<file path="src/tlsbl_pkg.sv">
// Shared types and constants of the track link stub budget limiter.
// Used by the link selector and the top level; depends on nothing.
package tlsbl_pkg;

   // Fixed field widths.
   localparam int BIN_W    = 4;
   localparam int STUB_W   = 6;
   localparam int LINK_W   = 3;
   localparam int BUDGET_W = 12;
   localparam int NRANGE_W = 4;
   localparam int BOUNDS_W = 32;
   localparam int RTABLE_W = 64;
   localparam int CSR_IDX_W  = 3;
   localparam int CSR_DATA_W = 64;

   // Configuration register indexes.
   typedef enum logic [CSR_IDX_W-1:0] {
      REG_KILL_ENABLE     = 3'd0,
      REG_SPLIT_BY_CHARGE = 3'd1,
      REG_RANGE_MODE      = 3'd2,
      REG_USE_RANK_MAP    = 3'd3,
      REG_STUB_BUDGET     = 3'd4,
      REG_NUM_RANGES      = 3'd5,
      REG_RANGE_BOUNDS    = 3'd6,
      REG_BIN_RANK_TABLE  = 3'd7
   } csr_reg_type;

   // Register file contents.
   typedef struct packed {
      logic                kill_enable;
      logic                split_by_charge;
      logic                range_mode;
      logic                use_rank_map;
      logic [BUDGET_W-1:0] stub_budget;
      logic [NRANGE_W-1:0] num_ranges;
      logic [BOUNDS_W-1:0] range_upper_bounds;
      logic [RTABLE_W-1:0] bin_rank_table;
   } cfg_type;

   // Outcome of the link choice for one track.
   typedef struct packed {
      logic [LINK_W-1:0] link;
      logic              err;
   } link_sel_type;

endpackage

</file>
<file path="src/tlsbl_link_select.sv">
// Link choice for one track: rank range search, charge split or single link.
// Depends on tlsbl_pkg.
module tlsbl_link_select
   import tlsbl_pkg::*;
#(
   parameter int NUM_QPT_BINS = 16,
   parameter int NUM_LINKS    = 8
) (
   input  cfg_type           cfg,
   input  logic [BIN_W-1:0]  qpt_bin,
   input  logic              positive_charge,
   output link_sel_type      sel
);

   logic [BIN_W-1:0] rank;
   logic             bin_err;
   logic [BIN_W-1:0] hi    [NUM_LINKS];
   logic [BIN_W:0]   lo    [NUM_LINKS];
   logic [NUM_LINKS-1:0] match;
   logic             found;
   logic [LINK_W-1:0] range_link;

   // Rank of the bin, either remapped through the table or the bin itself.
   assign rank    = cfg.use_rank_map ? cfg.bin_rank_table[{qpt_bin, 2'b00} +: BIN_W]
                                     : qpt_bin;
   assign bin_err = ({1'b0, qpt_bin} >= (BIN_W+1)'(NUM_QPT_BINS));

   // Parallel range test; each lower bound is the previous upper bound plus one.
   always_comb begin
      for (int i = 0; i < NUM_LINKS; i++) begin
         hi[i] = cfg.range_upper_bounds[i*BIN_W +: BIN_W];
         if (i == 0) begin
            lo[i] = '0;
         end else begin
            lo[i] = {1'b0, cfg.range_upper_bounds[(i-1)*BIN_W +: BIN_W]} + 1'b1;
         end
         match[i] = (NRANGE_W'(i) < cfg.num_ranges) &&
                    ({1'b0, rank} >= lo[i]) && (rank <= hi[i]);
      end
   end

   // Lowest matching range wins.
   always_comb begin
      found      = 1'b0;
      range_link = '0;
      for (int i = NUM_LINKS - 1; i >= 0; i--) begin
         if (match[i]) begin
            found      = 1'b1;
            range_link = LINK_W'(i);
         end
      end
   end

   // Mode priority: range mode, then charge split, then a single link.
   always_comb begin
      sel.link = '0;
      sel.err  = 1'b0;
      if (cfg.range_mode) begin
         if (bin_err || !found) begin
            sel.err = 1'b1;
         end else begin
            sel.link = range_link;
         end
      end else if (cfg.split_by_charge) begin
         sel.link = positive_charge ? LINK_W'(0) : LINK_W'(1);
      end
   end

endmodule

</file>
<file path="src/track_link_stub_budget_limiter_unit.sv">
// Top level of the track link stub budget limiter: registers, counters, result stage.
// Depends on tlsbl_pkg and tlsbl_link_select.
//
// Channel  Direction  tdata fields (low bit up)                       tlast
// req_     in         qpt_bin[3:0] positive_charge[4] stub_count[10:5] last_track
// rsp_     out        keep[0] link_index[3:1] range_error[4]           event_end
// csr_     in         write enable, register index, write data         -
//
// Unless the output stalls, one track is accepted per cycle and registered the next cycle.
// The link choice, the counter read-add-saturate and the budget compare are combinational.
// Reset clears the registers to their defaults, the link counters and the output valid.
// A stalled result holds in the output register; a new track is taken in the cycle the
// waiting result leaves, so a ready sink sees one result per cycle.
module track_link_stub_budget_limiter_unit
   import tlsbl_pkg::*;
#(
   parameter int NUM_QPT_BINS = 16,
   parameter int NUM_LINKS    = 8,
   parameter int COUNTER_BITS = 12
) (
   input  logic                  clock,
   input  logic                  reset,
   // qpt_bin, positive_charge, stub_count, zero fill
   input  logic [15:0]           req_tdata,
   input  logic                  req_tlast,
   input  logic                  req_tvalid,
   output logic                  req_tready,
   // keep, link_index, range_error, zero fill
   output logic [7:0]            rsp_tdata,
   output logic                  rsp_tlast,
   output logic                  rsp_tvalid,
   input  logic                  rsp_tready,
   input  logic                  csr_we,
   input  logic [CSR_IDX_W-1:0]  csr_index,
   input  logic [CSR_DATA_W-1:0] csr_wdata
);

   localparam int IDX_W = (NUM_LINKS > 1) ? $clog2(NUM_LINKS) : 1;
   localparam int SUM_W = ((COUNTER_BITS > BUDGET_W) ? COUNTER_BITS : BUDGET_W) + 1;
   localparam logic [SUM_W-1:0] CTR_MAX = SUM_W'({COUNTER_BITS{1'b1}});

   cfg_type cfg_ff, cfg_in;
   logic [COUNTER_BITS-1:0] ctr_ff [NUM_LINKS];
   logic [COUNTER_BITS-1:0] ctr_in [NUM_LINKS];
   logic        rsp_valid_ff, rsp_valid_in;
   logic        keep_ff, keep_in;
   logic [LINK_W-1:0] link_ff;
   logic        err_ff;
   logic        last_ff;

   logic [BIN_W-1:0]  qpt_bin;
   logic              positive_charge;
   logic [STUB_W-1:0] stub_count;
   logic              req_accept;
   link_sel_type      sel;
   logic [IDX_W-1:0]  idx;
   logic [SUM_W-1:0]  sum;
   logic [COUNTER_BITS-1:0] sat;

   // Input fields.
   assign qpt_bin         = req_tdata[3:0];
   assign positive_charge = req_tdata[4];
   assign stub_count      = req_tdata[10:5];

   // Take a track whenever the output register is empty or being emptied.
   assign req_tready = !rsp_valid_ff || rsp_tready;
   assign req_accept = req_tvalid && req_tready;

   // Register writes.
   always_comb begin
      cfg_in = cfg_ff;
      if (csr_we) begin
         case (csr_reg_type'(csr_index))
            REG_KILL_ENABLE:     cfg_in.kill_enable        = csr_wdata[0];
            REG_SPLIT_BY_CHARGE: cfg_in.split_by_charge    = csr_wdata[0];
            REG_RANGE_MODE:      cfg_in.range_mode         = csr_wdata[0];
            REG_USE_RANK_MAP:    cfg_in.use_rank_map       = csr_wdata[0];
            REG_STUB_BUDGET:     cfg_in.stub_budget        = csr_wdata[BUDGET_W-1:0];
            REG_NUM_RANGES:      cfg_in.num_ranges         = csr_wdata[NRANGE_W-1:0];
            REG_RANGE_BOUNDS:    cfg_in.range_upper_bounds = csr_wdata[BOUNDS_W-1:0];
            REG_BIN_RANK_TABLE:  cfg_in.bin_rank_table     = csr_wdata[RTABLE_W-1:0];
            default:             cfg_in = cfg_ff;
         endcase
      end
   end

   always_ff @(posedge clock) begin
      if (reset) begin
         cfg_ff.kill_enable        <= 1'b0;
         cfg_ff.split_by_charge    <= 1'b0;
         cfg_ff.range_mode         <= 1'b0;
         cfg_ff.use_rank_map       <= 1'b0;
         cfg_ff.stub_budget        <= {BUDGET_W{1'b1}};
         cfg_ff.num_ranges         <= NRANGE_W'(1);
         cfg_ff.range_upper_bounds <= BOUNDS_W'(15);
         cfg_ff.bin_rank_table     <= '0;
      end else begin
         cfg_ff <= cfg_in;
      end
   end

   // Link choice.
   tlsbl_link_select #(
      .NUM_QPT_BINS (NUM_QPT_BINS),
      .NUM_LINKS    (NUM_LINKS)
   ) u_link_select (
      .cfg             (cfg_ff),
      .qpt_bin         (qpt_bin),
      .positive_charge (positive_charge),
      .sel             (sel)
   );

   // Add the stubs to the chosen counter; the compare uses the unsaturated sum.
   assign idx  = sel.link[IDX_W-1:0];
   assign sum  = SUM_W'(ctr_ff[idx]) + SUM_W'(stub_count);
   assign sat  = (sum > CTR_MAX) ? {COUNTER_BITS{1'b1}} : sum[COUNTER_BITS-1:0];
   assign keep_in = !sel.err &&
                    (!cfg_ff.kill_enable || (sum <= SUM_W'(cfg_ff.stub_budget)));

   // Counter update; the last track of an event clears every counter.
   always_comb begin
      for (int i = 0; i < NUM_LINKS; i++) begin
         ctr_in[i] = ctr_ff[i];
         if (req_accept) begin
            if (req_tlast) begin
               ctr_in[i] = '0;
            end else if (!sel.err && (idx == IDX_W'(i))) begin
               ctr_in[i] = sat;
            end
         end
      end
   end

   always_ff @(posedge clock) begin
      if (reset) begin
         for (int i = 0; i < NUM_LINKS; i++) begin
            ctr_ff[i] <= '0;
         end
      end else begin
         ctr_ff <= ctr_in;
      end
   end

   // Output register.
   assign rsp_valid_in = req_accept ? 1'b1 : (rsp_tready ? 1'b0 : rsp_valid_ff);

   always_ff @(posedge clock) begin
      if (reset) begin
         rsp_valid_ff <= 1'b0;
      end else begin
         rsp_valid_ff <= rsp_valid_in;
      end
   end

   always_ff @(posedge clock) begin
      if (req_accept) begin
         keep_ff <= keep_in;
         link_ff <= sel.link;
         err_ff  <= sel.err;
         last_ff <= req_tlast;
      end
   end

   assign rsp_tvalid = rsp_valid_ff;
   assign rsp_tdata  = {3'b000, err_ff, link_ff, keep_ff};
   assign rsp_tlast  = last_ff;

endmodule

</file>
<file path="config.mk">
export PLATFORM = sky130hd
export DESIGN_NAME = track_link_stub_budget_limiter_unit
export DESIGN_NICKNAME = d
export VERILOG_FILES = /design/src/tlsbl_pkg.sv /design/src/tlsbl_link_select.sv /design/src/track_link_stub_budget_limiter_unit.sv
export SDC_FILE = /design/constraint.sdc
export NUM_CORES = 1
export LEC_CHECK = 0
export BUFFER_PORTS_ARGS = -buffer_cell sky130_fd_sc_hd__buf_2
export CAP_MARGIN = 20
export CELL_PAD_IN_SITES_DETAIL_PLACEMENT = 1
export CELL_PAD_IN_SITES_GLOBAL_PLACEMENT = 2
export CORE_UTILIZATION = 40
export CTS_CLUSTER_DIAMETER = 30
export DETAILED_ROUTE_END_ITERATION = 12
export PLACE_DENSITY = 0.95
export SLEW_MARGIN = 20
export SYNTH_ARGS = -nofsm -noshare
export SYNTH_HDL_FRONTEND = slang
export SYNTH_HIERARCHICAL = 1
export SYNTH_SLANG_ARGS = --single-unit
</file>
<file path="constraint.sdc">
create_clock -name clock -period 19.3 [get_ports clock]
set_input_delay 3.86 -clock clock [delete_from_list [all_inputs] [get_ports clock]]
set_output_delay 3.86 -clock clock [all_outputs]
set_load 0.01 [all_outputs]
</file>
==> results_dict.tcl, run 1 <==
set metrics [dict create \
    status "finished clean" \
    drc_errors 0 \
    final_area_um2 14670 \
    die_y_um 174.0 \
    grt.total_usage_pct 24.90 \
    rows 62 \
    crit_type "input port to flop" \
    max_stage_delay_ns 0.70 \
    cp.required_ns 19.61 \
    ant_nets 0 \
    multi_input_area_um2 6817 \
    finalSetupViolCount 0 \
    critPathSlowestCell "mux4_1" \
    tns_ns 0 \
    synth_edf_count 6 \
    path_common_cell "ha_1" \
    wl_met3_um 1914 \
    drt-pass1-iter-count 5 \
    yosysMostFrequentCell "nand2_1" \
    core_um2 28940 \
    area_growth_pct 24.04 \
    synth_cells 1333 \
    ios 100 \
    syn-cell-area_um2 11830 \
    max-slew-margin-rel_pct 34.10 \
    final_hold_viol_count 0 \
    avgSynthCellArea_um2 8.874 \
    dp_hpwl_um 23990 \
    cellPowerDensity_nw_per_um2 110.2 \
    ys_seq_elements 219 \
    netlist.area_leader.share_pct 36.05 \
    period_share_pct 62.33 \
    met2WireLength_um 19020 \
    cts.sinks 219 \
    avgRoutedWirePerCell_um 20.56 \
    yosysTopAreaCell "dfxtp_1" \
    cts_setup_buffers 0 \
    clock_latency_ns 0.58 \
    dr_total_vias 10597 \
    n_antenna_cell 0 \
    yosys-top-cells-area "dfxtp_1 (36%), ha_1 (9.2%), nand2_1 (7.4%)" \
    die_w_um 174.0 \
    clock_skew_ns 0.03540 \
    fmax_mhz 83.12 \
    wl_met1_um 15850 \
    clock_path_buffers 3 \
    ctsResizeCount 0 \
    power.leakage_nw 5.708 \
    grt_max_degree 133 \
    maxCapViolCount 0 \
    clk_pin_slew_worst_paths_ns 0.04 \
    via_per_inst 5.722 \
    grt_pass1_vias 11201 \
    critPathLaunchType "input port" \
    async_flop_share_pct 0 \
    drv_slew 0 \
    antenna_found_initial 0 \
    dpl_cell_area_um2 12570 \
    ctsHoldBuffers 0 \
    synthFlopType "dfxtp_1" \
    drt_iter0_markers 610 \
    cts_buffers 57 \
    tritoncts "yes" \
    worst_pin_slew_ns 0.9884 \
    clock-root-buffer "clkbuf_16" \
    ys_top_cells_by_count "nand2_1 (233), dfxtp_1 (213), a21oi_1 (136), nor2_1 (107), ha_1 (87)" \
    synthDistinctLibCells 74 \
    seq_area_um2 4444 \
    nets 1597 \
    grt_overflow_total 0 \
    io_buffers 91 \
    die_area_um2 30260 \
    grt_pass1_wl_um 60170 \
    synth_warnings 6 \
    critPathCaptureType "flop" \
    period_needed_ns 12.03 \
    crit_fanout 32 \
    nFillCells 3340 \
    arrival_ns 12.34 \
    finalWeightedCongestion 0.8141 \
    synth_seq_area_share_pct 37.57 \
    top_layer_used "met4" \
    rsz0062_at_grt "false" \
    initial_core_util_pct 40.88 \
    routed_wl_um 38070 \
    irDropWorstVdd_uv 69.88 \
    drive_above_1_share_pct 19.35 \
    cts_max_level 2 \
    hold_path_class "flop to flop" \
]
## area by class of cell
| type | instances | share of cell area, % |
|---|---|---|
| clock inverter | 36 | 3.564 |
| timing repair buffer | 107 | 3.965 |
| multi-input combinational | 969 | 46.46 |
| tap | 384 | 3.275 |
| inverter | 66 | 1.688 |
| clock buffer | 71 | 10.76 |
| sequential | 219 | 30.29 |
## sequential cells by signal, indices dropped and copies added (netlist names)
name	count
cfg_ff	116
ctr_ff	96
link_ff	3
err_ff	1
keep_ff	1
rsp_tlast	1
rsp_tvalid	1
## cell usage in the layout, fill, tap and decap left out, types with 10 or more instances in the layout
master	n
nor2_1	105
nand3b_1	36
o21ai_0	37
dfxtp_1	213
mux2_2	10
nand3_1	18
xnor2_1	19
a22oi_1	41
ha_1	87
buf_2	90
nand2b_1	16
nand2_1	233
o21ai_1	16
clkbuf_8	10
bufinv_16	10
clkbuf_16	57
a21oi_1	135
mux2i_1	21
inv_1	65
buf_4	16
a211o_1	15
mux4_2	30
## worst paths after layout
path / from / end / slack, ns / cells past startpoint
worst max-delay path: req_tdata[0] / keep_ff / 7.27 / 29
worst min-delay path: cfg_ff[11] / cfg_ff[11] / 0.45 / 2
worst max register to register: cfg_ff[4] / keep_ff / 10.92 / 28
worst min register to register: cfg_ff[11] / cfg_ff[11] / 0.45 / 2
## cells by family after synthesis
logic type                 synth area share, %
and+or+nand+nor                          17.72
AOI/OAI and AO/OA                        17.74
DFF                                      37.57
xor gates and xnor gates                 1.756
adders and majority gates                9.372
buffers and inverters                    5.246
other                                  0.03170
muxes                                    10.57
## layer usage
metal	vias up	global-route usage (%)
li1	4901	-
met5	-	0
met4	0	10.49
met1	5269	30.21
met2	328	43.70
met3	99	3.850
## worst max-delay path: cells and delay by family
kind / cells / cell delay [ns]
muxes: 5 / 2.28
AOI/OAI and AO/OA: 10 / 2.85
buffers and inverters: 3 / 1.35
and+or+nand+nor: 8 / 1.13
adders and majority gates: 3 / 0.79
## where the power goes
part	internal [mW]	leakage, nW	total (mW)	switching, mW
sequential	0.467	1.78	0.474	0.00710
clock	0.713	1.01	1.02	0.310
combinational	0.0439	2.91	0.120	0.0758
## metrics by stage
stage / worst slack, ns / cells / utilization, % / hold WS (ns) / total power, mW
floorplan: 7.548 / 1335 / - / 0.4287 / 0.5553
global placement: 7.210 / 1745 / 43.44 / 0.4373 / 0.5923
detailed placement: 7.004 / 1745 / 43.44 / 0.4455 / 0.5982
CTS: 7.383 / 1852 / 50.71 / 0.4553 / 1.628
global route: 6.763 / 1852 / 50.71 / 0.4660 / 1.661
finish: 7.269 / 1852 / 50.71 / 0.4518 / 1.617
(Power assumes the default switching activity.)
==> inputs of run 2 (changes only) <==
ABC_AREA = 1   (was not set)
CORE_UTILIZATION = 34   (was 40)
PLACE_DENSITY = 0.89   (was 0.95)
clock period = 12.55 ns   (was 19.3 ns; I/O delays follow)
==> run 2 against run 1 <==
Against the previous run:
- utilization fell by 8.5 points
- global-route usage fell by 3.2 points
- wire length rose by 0.97%
- clock power rose by 35%
- critical path depth rose by 18
- register-to-register slack got worse by 6.1 ns
- via count rose by 9.4%
- cell count rose by 22%
- hold slack improved by 0.031 ns
==> results_dict.tcl, run 2 <==
set metrics [dict create \
    synth_seq_area_share_pct 37.19 \
    drc_errors 0 \
    seq_power_share_pct 31.7 \
    synthAdderAreaFrac_pct 9.277 \
    via_per_inst 5.137 \
    avgRoutedWirePerCell_um 17.03 \
    synth_warnings 6 \
    max_stage_delay_ns 0.58 \
    grt_overflow_total 0 \
    grt.total_usage_pct 21.68 \
    grt_pass1_wl_um 62850 \
    drt_iter0_markers 658 \
    setup_slack_ns 2.725 \
    ios 100 \
    crit_fanout 16 \
    cts_buffers 53 \
    fmax_mhz 101.8 \
    max-slew-margin-rel_pct 25.47 \
    pwr-share-clk_pct 57.8 \
    clk_pin_slew_worst_paths_ns 0.04 \
    async_flop_share_pct 0 \
    die_area_um2 35900 \
    path_common_cell "nand2_1" \
    yosys.area_share.simple_pct 23.45 \
    final_hold_viol_count 0 \
    status "finished clean" \
    ctsHoldBuffers 0 \
    cellInternalPower_mw 1.787 \
    clock_skew_ns 0.01978 \
    grt_pass1_vias 12142 \
    period_share_pct 78.29 \
    largest-register "cfg_ff" \
    synth_compound_area_share_pct 20.34 \
    power.leakage_nw 6.709 \
    synth_edf_count 6 \
    synthMuxAreaShare_pct 0 \
    final_cells 2257 \
    switching_power_uw 597.2 \
    yosys-top-cells-area "dfxtp_1 (36%), nand2_1 (11%), o21ai_0 (9.3%)" \
    pre_cts_ws_ns 2.259 \
    io_buffers 91 \
    ys_seq_elements 219 \
    irDropWorstVdd_uv 98.69 \
    yosysMostFrequentCell "nand2_1" \
    nets 1936 \
    cp.required_ns 12.90 \
    finalSetupViolCount 0 \
    maxCapViolCount 0 \
    drt-pass1-iter-count 4 \
    cts.sinks 219 \
    worst_pin_slew_ns 1.118 \
    p_comb_share_pct 10.5 \
    switching_share_pct 25.05 \
    synthXorXnorAreaFrac_pct 1.393 \
    clock_latency_ns 0.55 \
    cts_setup_buffers 0 \
    period_needed_ns 9.825 \
    yosysTopAreaCell "dfxtp_1" \
    critPathCaptureType "flop" \
    hold_ws_ns 0.4831 \
    crit_type "input port to flop" \
    rsz0062_at_grt "false" \
    die_w_um 189.5 \
    ant_nets 0 \
    arrival_ns 10.17 \
    synthDistinctLibCells 49 \
    drive_above_1_share_pct 15.11 \
    critPathSlowestCell "inv_1" \
    hold_path_class "flop to flop" \
    ys_top_cells_by_count "nand2_1 (351), nor2_1 (234), o21ai_0 (222), dfxtp_1 (213), inv_1 (135)" \
    clock_path_buffers 3 \
    finalWeightedCongestion 0.8163 \
    grt_max_degree 117 \
    syn-cell-area_um2 11950 \
    synth_cells 1680 \
    core_um2 34540 \
    dp_cells 2159 \
    largest_registers "cfg_ff x116, ctr_ff x96, link_ff x3" \
    tritoncts "yes" \
    antenna_found_initial 2 \
    routed_wl_um 38440 \
    clock-root-buffer "clkbuf_16" \
    initial_core_util_pct 34.59 \
    tns_ns 0 \
    rows 68 \
    avgSynthCellArea_um2 7.112 \
    synth_top_family_by_area "simple AND/OR/NAND/NOR gates" \
    ctsResizeCount 0 \
    cts_max_level 2 \
    dr_total_vias 11594 \
    dp_hpwl_um 25230 \
    critPathLaunchType "input port" \
    drv_slew 0 \
    netlist.area_leader.share_pct 35.69 \
    largest_register_ffs 116 \
    cellPowerDensity_nw_per_um2 163.6 \
    total_power_mw 2.384 \
    area_growth_pct 21.95 \
    synthFlopType "dfxtp_1" \
    die_y_um 189.5 \
    layout_common_cells "nand2_1 (351), nor2_1 (233), o21ai_0 (220)" \
    final_common_cell "nand2_1" \
]
==> run 2: path summary, 6_finish.rpt <==
check	cells after the start	to	startpoint	slack [ns]
max	47	keep_ff	req_tdata[1]	2.72
min	2	cfg_ff[114]	cfg_ff[114]	0.48
max reg2reg	44	keep_ff	cfg_ff[112]	4.86
min reg2reg	2	cfg_ff[114]	cfg_ff[114]	0.48
==> run 2: layer usage <==
metal	wire [µm]	vias up	global-route usage (%)
li1	-	5695	-
met1	18160	5634	28.52
met2	18050	204	36.02
met3	1458	61	3.448
met4	774	0	6.979
met5	0	-	0
==> run 2: power groups by stage <==
stage               clock, mW  sequential (mW)  combinational (mW)
global placement            0            0.767               0.237
global route             1.44            0.760               0.283
detailed placement          0            0.768               0.247
CTS                      1.40            0.756               0.251
floorplan                   0            0.763               0.169
finish                   1.38            0.757               0.249
==> run 2: cells by family (layout without fill, tap and decap cells) <==
group,count (synthesis),after routing
buf+inv,238,356
simple gates,692,692
xor+xnor,19,19
flops,219,219
compound gates,423,423
fa+ha+maj,88,88
other cells,1,5
==> run 2: per-stage QoR <==
| step | util, % | cell area (µm²) |
|---|---|---|
| 4_1_cts | 42.17 | 14570 |
| 6_report | 42.18 | 14570 |
| 3_5_place_dp | 36.94 | 12760 |
| 2_1_floorplan | - | 11960 |
| 3_3_place_gp | 36.94 | 12760 |
| 5_1_grt | 42.18 | 14570 |
==> run 2: worst max-delay path: cells and delay by family <==
family	cells	cell delay, ns
compound gates	9	1.63
fa+ha+maj	4	1.33
buf+inv	9	1.94
simple gates	25	2.76
==> run 2: area by class of cell <==
type	count	area [µm²]
inverter	146	559.3
clock buffer	71	1496
multi-input combinational	1225	6561
antenna	2	5.005
tap	455	569.3
fill	4369	19970
timing repair buffer	114	628.1
clock inverter	25	307.8
sequential	219	4444
